### src/rtl/core/kalman_point_tracker_core_macros.svh
// ----------------------------------------------------------------------------
// kalman point tracker assertion macros
// short forms for the concurrent checks of the core
// ----------------------------------------------------------------------------
`ifndef KALMAN_POINT_TRACKER_CORE_MACROS_SVH
`define KALMAN_POINT_TRACKER_CORE_MACROS_SVH

// same-cycle implication, disabled in reset
`define KPT_ASSERT_IMP(label, clk, rst, ante, cons) \
  label: assert property (@(posedge clk) disable iff (rst) (ante) |-> (cons)) \
    else $error("kpt check failed");

// next-cycle implication, disabled in reset
`define KPT_ASSERT_NEXT(label, clk, rst, ante, cons) \
  label: assert property (@(posedge clk) disable iff (rst) (ante) |=> (cons)) \
    else $error("kpt check failed");

`endif

### src/rtl/core/kpt_pkg.sv
// ----------------------------------------------------------------------------
// kpt_pkg
// shared types, constants and helpers of the point tracker core
// ----------------------------------------------------------------------------
`default_nettype none

package kpt_pkg;

  localparam int POS_FRAC_BITS_DEF = 8;
  localparam int COV_FRAC_BITS_DEF = 24;

  localparam int MEAS_W  = 12;
  localparam int POS_W   = 21;
  localparam int SPD_W   = 19;
  localparam int REG_W   = 32;
  localparam int IDX_W   = 3;
  localparam int NOISE_W = 24;
  localparam int CNT_W   = 8;
  localparam int UOP_W   = 6;

  localparam logic [NOISE_W-1:0] PROCESS_NOISE_RST     = 24'd16777;
  localparam logic [NOISE_W-1:0] MEASUREMENT_NOISE_RST = 24'd167772;
  localparam logic [REG_W-1:0]   INIT_COV_RST          = 32'd1677722;
  localparam logic [CNT_W-1:0]   MAX_LOST_RST          = 8'd15;

  localparam logic signed [31:0] LIM32 = 32'sh7fff_ffff;

  // last step of the correction program
  localparam logic [UOP_W-1:0] UOP_LAST = 6'd57;

  typedef enum logic [IDX_W-1:0] {
    REG_PROCESS_NOISE     = 3'd0,
    REG_MEASUREMENT_NOISE = 3'd1,
    REG_INIT_COV          = 3'd2,
    REG_MAX_LOST          = 3'd3
  } reg_idx_t;

  typedef enum logic [3:0] {
    ST_IDLE, ST_SEED, ST_PRED, ST_MISS, ST_SETUP,
    ST_MUL, ST_ACC, ST_STORE, ST_DIVW, ST_FIN
  } state_t;

  typedef enum logic [1:0] {OPA_S, OPA_P, OPA_K} opa_t;
  typedef enum logic [1:0] {OPB_S, OPB_Y, OPB_OLD} opb_t;
  typedef enum logic [2:0] {DST_NONE, DST_DET, DST_GAIN, DST_EST, DST_COV} dst_t;

  typedef struct packed {
    opa_t       opa;
    logic [3:0] a_idx;
    opb_t       opb;
    logic [2:0] b_idx;
    logic       first;
    logic       sub;
    dst_t       dst;
    logic [3:0] d_idx;
  } uop_t;

  typedef struct packed {
    logic capture;
    logic seed;
    logic predict;
    logic miss;
    logic setup;
    logic mul;
    logic acc;
    logic store;
    logic div_wr;
    logic out_load;
    uop_t uop;
  } kpt_cmd_t;

  typedef struct packed {
    logic active;
    logic found;
    logic det_zero;
    logic div_done;
  } kpt_sts_t;

  // decode of one multiply-accumulate step of the correction
  function automatic uop_t uop_decode(input logic [UOP_W-1:0] n);
    logic [UOP_W-1:0] t;
    logic             odd;
    logic             second;
    uop_t             u;
    u        = '0;
    t        = '0;
    odd      = 1'b0;
    second   = n[0];
    u.first  = ~n[0];
    u.dst    = DST_NONE;
    if (n < 6'd2) begin
      // determinant of the innovation covariance
      u.opa = OPA_S;
      u.opb = OPB_S;
      if (!second) begin
        u.a_idx = 4'd0;
        u.b_idx = 3'd3;
      end else begin
        u.a_idx = 4'd1;
        u.b_idx = 3'd2;
        u.sub   = 1'b1;
        u.dst   = DST_DET;
      end
    end else if (n < 6'd18) begin
      // gain numerators, row i, column odd
      t       = n - 6'd2;
      odd     = t[1];
      u.opa   = OPA_P;
      u.opb   = OPB_S;
      u.a_idx = {t[3:2], 1'b0, odd ^ second};
      u.b_idx = {1'b0, ~odd, ~odd ^ second};
      if (second) begin
        u.sub   = 1'b1;
        u.dst   = DST_GAIN;
        u.d_idx = {1'b0, t[3:1]};
      end
    end else if (n < 6'd26) begin
      t       = n - 6'd18;
      u.opa   = OPA_K;
      u.opb   = OPB_Y;
      u.a_idx = {1'b0, t[2:1], t[0]};
      u.b_idx = {2'b00, t[0]};
      if (second) begin
        u.dst   = DST_EST;
        u.d_idx = {2'b00, t[2:1]};
      end
    end else begin
      t       = n - 6'd26;
      u.opa   = OPA_K;
      u.opb   = OPB_OLD;
      u.a_idx = {1'b0, t[4:3], t[0]};
      u.b_idx = {t[0], t[2:1]};
      if (second) begin
        u.dst   = DST_COV;
        u.d_idx = t[4:1];
      end
    end
    return u;
  endfunction

  function automatic logic signed [31:0] sat32(input logic signed [63:0] v);
    logic signed [63:0] hi;
    hi = 64'(LIM32);
    if (v > hi) begin
      return LIM32;
    end else if (v < -hi) begin
      return -LIM32;
    end
    return v[31:0];
  endfunction

  // unsigned register value with 24 fraction bits to frac fraction bits
  function automatic logic signed [31:0] to_cov(input logic [31:0] v, input int frac);
    logic [63:0] w;
    if (frac >= 24) begin
      w = {32'd0, v} << (frac - 24);
    end else begin
      w = {32'd0, v} >> (24 - frac);
    end
    if (w > 64'(LIM32)) begin
      return LIM32;
    end
    return w[31:0];
  endfunction

  function automatic logic [POS_W-1:0] fit_pos(input logic signed [31:0] v);
    if (v > 32'sd1048575) begin
      return 21'h0f_ffff;
    end else if (v < -32'sd1048576) begin
      return 21'h10_0000;
    end
    return v[POS_W-1:0];
  endfunction

  function automatic logic [SPD_W-1:0] fit_spd(input logic signed [31:0] v);
    if (v > 32'sd262143) begin
      return 19'h3_ffff;
    end else if (v < -32'sd262144) begin
      return 19'h4_0000;
    end
    return v[SPD_W-1:0];
  endfunction

endpackage

`default_nettype wire

### src/rtl/core/kpt_ctrl.sv
// ----------------------------------------------------------------------------
// kpt_ctrl
// frame sequencer: seed, predict, miss, correction program, result hand-off
// ----------------------------------------------------------------------------
`default_nettype none

module kpt_ctrl (
  input  wire logic              clk,
  input  wire logic              rst,
  input  wire logic              meas_valid,
  output logic                   meas_ready,
  output logic                   track_valid,
  input  wire logic              track_ready,
  input  wire kpt_pkg::kpt_sts_t sts,
  output kpt_pkg::kpt_cmd_t      cmd
);

  kpt_pkg::state_t                state;
  kpt_pkg::state_t                state_next;
  logic [kpt_pkg::UOP_W-1:0]      uop_idx;
  logic [kpt_pkg::UOP_W-1:0]      uop_idx_next;
  kpt_pkg::uop_t                  uop;
  logic                           slot_free;

  assign uop       = kpt_pkg::uop_decode(uop_idx);
  assign slot_free = !track_valid || track_ready;

  always_comb begin
    state_next   = state;
    uop_idx_next = uop_idx;
    unique case (state)
      kpt_pkg::ST_IDLE: begin
        if (meas_valid) state_next = sts.active ? kpt_pkg::ST_PRED : kpt_pkg::ST_SEED;
      end
      kpt_pkg::ST_SEED: state_next = kpt_pkg::ST_FIN;
      kpt_pkg::ST_PRED: state_next = sts.found ? kpt_pkg::ST_SETUP : kpt_pkg::ST_MISS;
      kpt_pkg::ST_MISS: state_next = kpt_pkg::ST_FIN;
      kpt_pkg::ST_SETUP: begin
        state_next   = kpt_pkg::ST_MUL;
        uop_idx_next = '0;
      end
      kpt_pkg::ST_MUL: state_next = kpt_pkg::ST_ACC;
      kpt_pkg::ST_ACC: begin
        if (uop.dst == kpt_pkg::DST_NONE) begin
          state_next   = kpt_pkg::ST_MUL;
          uop_idx_next = uop_idx + 6'd1;
        end else begin
          state_next = kpt_pkg::ST_STORE;
        end
      end
      kpt_pkg::ST_STORE: begin
        priority if (uop.dst == kpt_pkg::DST_GAIN) begin
          state_next = kpt_pkg::ST_DIVW;
        end else if (uop.dst == kpt_pkg::DST_DET && sts.det_zero) begin
          state_next = kpt_pkg::ST_FIN;
        end else if (uop_idx == kpt_pkg::UOP_LAST) begin
          state_next = kpt_pkg::ST_FIN;
        end else begin
          state_next   = kpt_pkg::ST_MUL;
          uop_idx_next = uop_idx + 6'd1;
        end
      end
      kpt_pkg::ST_DIVW: begin
        if (sts.div_done) begin
          state_next   = kpt_pkg::ST_MUL;
          uop_idx_next = uop_idx + 6'd1;
        end
      end
      kpt_pkg::ST_FIN: begin
        if (slot_free) state_next = kpt_pkg::ST_IDLE;
      end
      default: state_next = kpt_pkg::ST_IDLE;
    endcase
  end

  always_comb begin
    meas_ready   = (state == kpt_pkg::ST_IDLE);
    cmd          = '0;
    cmd.uop      = uop;
    cmd.capture  = (state == kpt_pkg::ST_IDLE) && meas_valid;
    cmd.seed     = (state == kpt_pkg::ST_SEED);
    cmd.predict  = (state == kpt_pkg::ST_PRED);
    cmd.miss     = (state == kpt_pkg::ST_MISS);
    cmd.setup    = (state == kpt_pkg::ST_SETUP);
    cmd.mul      = (state == kpt_pkg::ST_MUL);
    cmd.acc      = (state == kpt_pkg::ST_ACC);
    cmd.store    = (state == kpt_pkg::ST_STORE);
    cmd.div_wr   = (state == kpt_pkg::ST_DIVW) && sts.div_done;
    cmd.out_load = (state == kpt_pkg::ST_FIN) && slot_free;
  end

  always_ff @(posedge clk) begin
    if (rst) begin
      state       <= kpt_pkg::ST_IDLE;
      uop_idx     <= '0;
      track_valid <= 1'b0;
    end else begin
      state   <= state_next;
      uop_idx <= uop_idx_next;
      if (cmd.out_load) begin
        track_valid <= 1'b1;
      end else if (track_ready) begin
        track_valid <= 1'b0;
      end
    end
  end

endmodule

`default_nettype wire

### config.mk
export PLATFORM = sky130hd
export DESIGN_NAME = kpt_ctrl
export DESIGN_NICKNAME = d
export VERILOG_FILES = /design/src/rtl/core/kalman_point_tracker_core_macros.svh /design/src/rtl/core/kpt_pkg.sv /design/src/rtl/core/kpt_ctrl.sv
export SDC_FILE = /design/constraint.sdc
export NUM_CORES = 1
export LEC_CHECK = 0
export BUFFER_PORTS_ARGS = -buffer_cell sky130_fd_sc_hd__buf_4
export CAP_MARGIN = 15
export CORE_AREA = 2 2 55 57
export DETAILED_ROUTE_END_ITERATION = 8
export DIE_AREA = 0 0 57 59
export GPL_TIMING_DRIVEN = 0
export PLACE_DENSITY = 0.74
export SYNTH_ARGS = -nofsm -noshare
export SYNTH_HDL_FRONTEND = slang
export SYNTH_SLANG_ARGS = --single-unit
### constraint.sdc
create_clock -name clk -period 1.9 [get_ports clk]
set_input_delay 0.19 -clock clk [delete_from_list [all_inputs] [get_ports clk]]
set_output_delay 0.19 -clock clk [all_outputs]
set_load 0.02 [all_outputs]
==> results.md <==
- Outcome: finished, violations left
- Violated checks: setup timing
- #FFs+latches synth: 11
- Post-route DRC: 0
- Critical Path Max Stage Delay: 400 ps
- Initial antenna violation count: 0
- Routing usage on met2: 44.50%
- Critical path buffers and inverters: 3
- Input/output buffers: 39
- GRT met1 Usage: 28.49%
- H-Tree Level Count: 1
- DRT antenna net count: 0
- Synth Area in Compound Gates: 27.80%
- Slew @ Worst Pin: 436.6 ps
- Global-route wire length before repair: 6617 um
- Vias per cell: 6.084
- Post-synthesis xor/xnor area fraction: 2.905%
- Final hold slack: 117.6 ps
- DP HPWL: 2785 um
- Yosys warns: 0
- Final Cell Area: 1863 sq um
- Most used DFF post-synth: dfxtp_1
- Simple-Gate Fraction of Synth Area: 35.06%
- FF-to-FF End: uop_idx[5]
- Vias in the first global route: 1466
- Setup CP Type: register to output port
- Via count: 1600
- Share of cells above drive strength 1: 42.67%
- Reg-to-Reg Start: uop_idx[1]
- GR Util All Layers: 24.32%
- Post-synthesis sequential area ratio: 18.26%
- Part of the cycle the worst path needs: 101.6%
- Area after DPL: 1549 sq um
- Worst R2R Path Depth: 8
- CTS tree: done
- Max IR drop VDD: 0.7076 mV
- CP delay by family, top: buffers and inverters
- Yosys cell types: 48
- Commonest non-fill, non-tap cell in the layout: buf_4
- Synthesized area per cell: 6.853 sq um
- Critical-path maximum fanout: 10
- Post-synth EDFFs: 0
- Hold EP: state[3]
- CTS Buf Count: 3
- 1st-pass router iterations: 7
- Hold_sp: rst
- Clock-pin slew on the worst setup and hold paths: 70 ps
- Crit path launch type: register
- I/O pins: 40
- # rows: 19
- Routability cong.: 0.8574
- Worst Hold Class: input pin to register
- Clock sink count: 11
- Final setup vio count: 1
- Largest net degree at the start of global routing: 11
- Pwr Density: 931.6 nW/um^2
- Area delta synth->final: 54.46%
- CTS Root Cell: clkbuf_4
- Hold path depth: 2
- Max_slew headroom: 70.62%
- Die Ht: 59 um
- Fmax achieved: 518.2 MHz
- Fin. Hold Viols: 0
- Unrepaired setup endpoints after global routing: yes
- Period minus WS final: 1930 ps
- Starting Density: 44.51%
- Register Area: 232.7 sq um
- Grt met3 use: 2.183%
- Pins Over Slew Limit: 0
- Nets: 245
- Crit path capture type: output port
- DR WL/cell: 15.87 um
- Critical Path RT: 1710 ps
- Global route total overflow: 0
- Initial DRC Count: 126
- Syn Nets: 188
- Critical-path top delay cell: dfxtp_2
- Area of the multi-input gates: 998.5 sq um
- Max Clock Skew: 0.5772 ps
- Mapped Cells: 176
- Worst slack at placement: -229.1 ps
- Max clock buf depth: 2
- R2R Setup Slk: 50 ps
- Die width: 57 um
- Die area: 3363 sq um
- Most frequent cells in the layout: 53 x buf_4, 21 x nor2_1, 12 x nand2_1, 12 x o21ai_0, 11 x a21oi_1
- PnR worst setup slack: -29.76 ps
- Synth Area in Adders: 4.979%
- Cell-by-cell trace of the critical path: buf_6 -> clkinv_4 -> xnor2_2 -> o311a_1 -> nor3_2 -> buf_4
- Synth async-reset ratio: 0%
- Fillers: 224
- Diode count: 0
- Crit path DAT: 1740 ps
- Main combinational cell family by area after synthesis: simple AND/OR/NAND/NOR gates
- Leakage: 0.7497 nW
- Post-synthesis mux area share: 1.660%
- Total of max-cap violations: 0
- Clock Latency Late Sink: 270 ps
- CTS Hold Bufs: 0
- GRT busiest layer: met2
- DRT Wirelength: 4173 um
- Core Area: 2710 sq um
- Synthesized cell area: 1206 sq um
## power by group
group / switching, mW / total [mW] / internal [mW]
Sequential: 0.0461 / 0.316 / 0.270
Clock: 0.0817 / 0.163 / 0.0814
Combinational: 0.685 / 1.26 / 0.572
Total: 0.813 / 1.74 / 0.923
## worst max-delay path by stage
stage               start    endpoint  slack (ps)  cells past startpoint
6_report       uop_idx[4]      cmd[2]         -30                      6
4_1_cts        uop_idx[1]      cmd[2]           2                      9
5_1_grt        uop_idx[1]      cmd[2]         -90                      8
3_5_place_dp   uop_idx[1]  uop_idx[5]        -230                      9
3_3_place_gp   uop_idx[1]  uop_idx[0]        -160                      9
2_1_floorplan  uop_idx[1]     cmd[14]          -6                      4
## area by class of cell
class	instances	share of cell area [%]
buffer	13	5.776
tap	31	2.082
inverter	9	2.418
multi-input combinational	142	53.59
timing repair buffer	53	22.23
sequential	11	12.49
clock buffer	4	1.410
## synthesized netlist by cell type, types with 3 or more instances
master	count	area, sq um
nor2_1	23	86.33
o21ai_0	15	75.07
a21oi_1	14	70.07
nand2_1	12	45.04
dfxtp_1	11	220.2
nor3_1	9	45.04
inv_1	8	30.03
clkbuf_1	7	26.28
nand2b_1	7	43.79
nor2b_1	7	43.79
or3_1	5	31.28
ha_1	4	50.05
a32oi_1	3	26.28
buf_2	3	15.01
nor4_1	3	18.77
xnor2_1	3	26.28
## worst register-to-register path, stage by stage, from the launching register on
cell,delay (ps)
dfxtp_4,380
buf_4,140
nor4_4,220
buf_4,190
or3_4,150
a21boi_4,70
buf_6,140
or3_4,360
a21oi_2,130
## stage by stage
| step | power, mW | util [%] | TNS [ps] | cells |
|---|---|---|---|---|
| 6_report | 1.736 | 68.74 | -29.76 | 263 |
| 2_1_floorplan | 0.9961 | - | -5.816 | 176 |
| 3_3_place_gp | 1.299 | 57.16 | -577.0 | 246 |
| 4_1_cts | 1.576 | 63.39 | 0 | 256 |
| 3_5_place_dp | 1.322 | 57.16 | -1063 | 246 |
| 5_1_grt | 1.850 | 68.74 | -176.1 | 263 |
## flip-flops by register name, indices dropped and copies added (netlist names)
name	cells
uop_idx	6
state	4
track_valid	1
## routing by layer
| layer | wire, um | vias to the layer above |
|---|---|---|
| li1 | - | 748 |
| met1 | 1661 | 745 |
| met2 | 2084 | 86 |
| met3 | 277 | 21 |
| met4 | 150 | 0 |
| met5 | 0 | - |
## logic make-up after synthesis
kind of cell / after synthesis
flops: 11
mux: 2
fa+ha+maj: 5
xor+xnor: 4
compound gates: 52
buf+inv: 23
simple gates: 79
## what timing repair did
item | 4_1_cts | 5_1_grt
gates cloned | 1 | 0
gates resized for setup | 27 | 30
buffers inserted | 5 | 8
pin swaps | 6 | 12
endpoints found under the setup margin | 20 | 20
No activity file was read; power rests on OpenSTA's default activity.
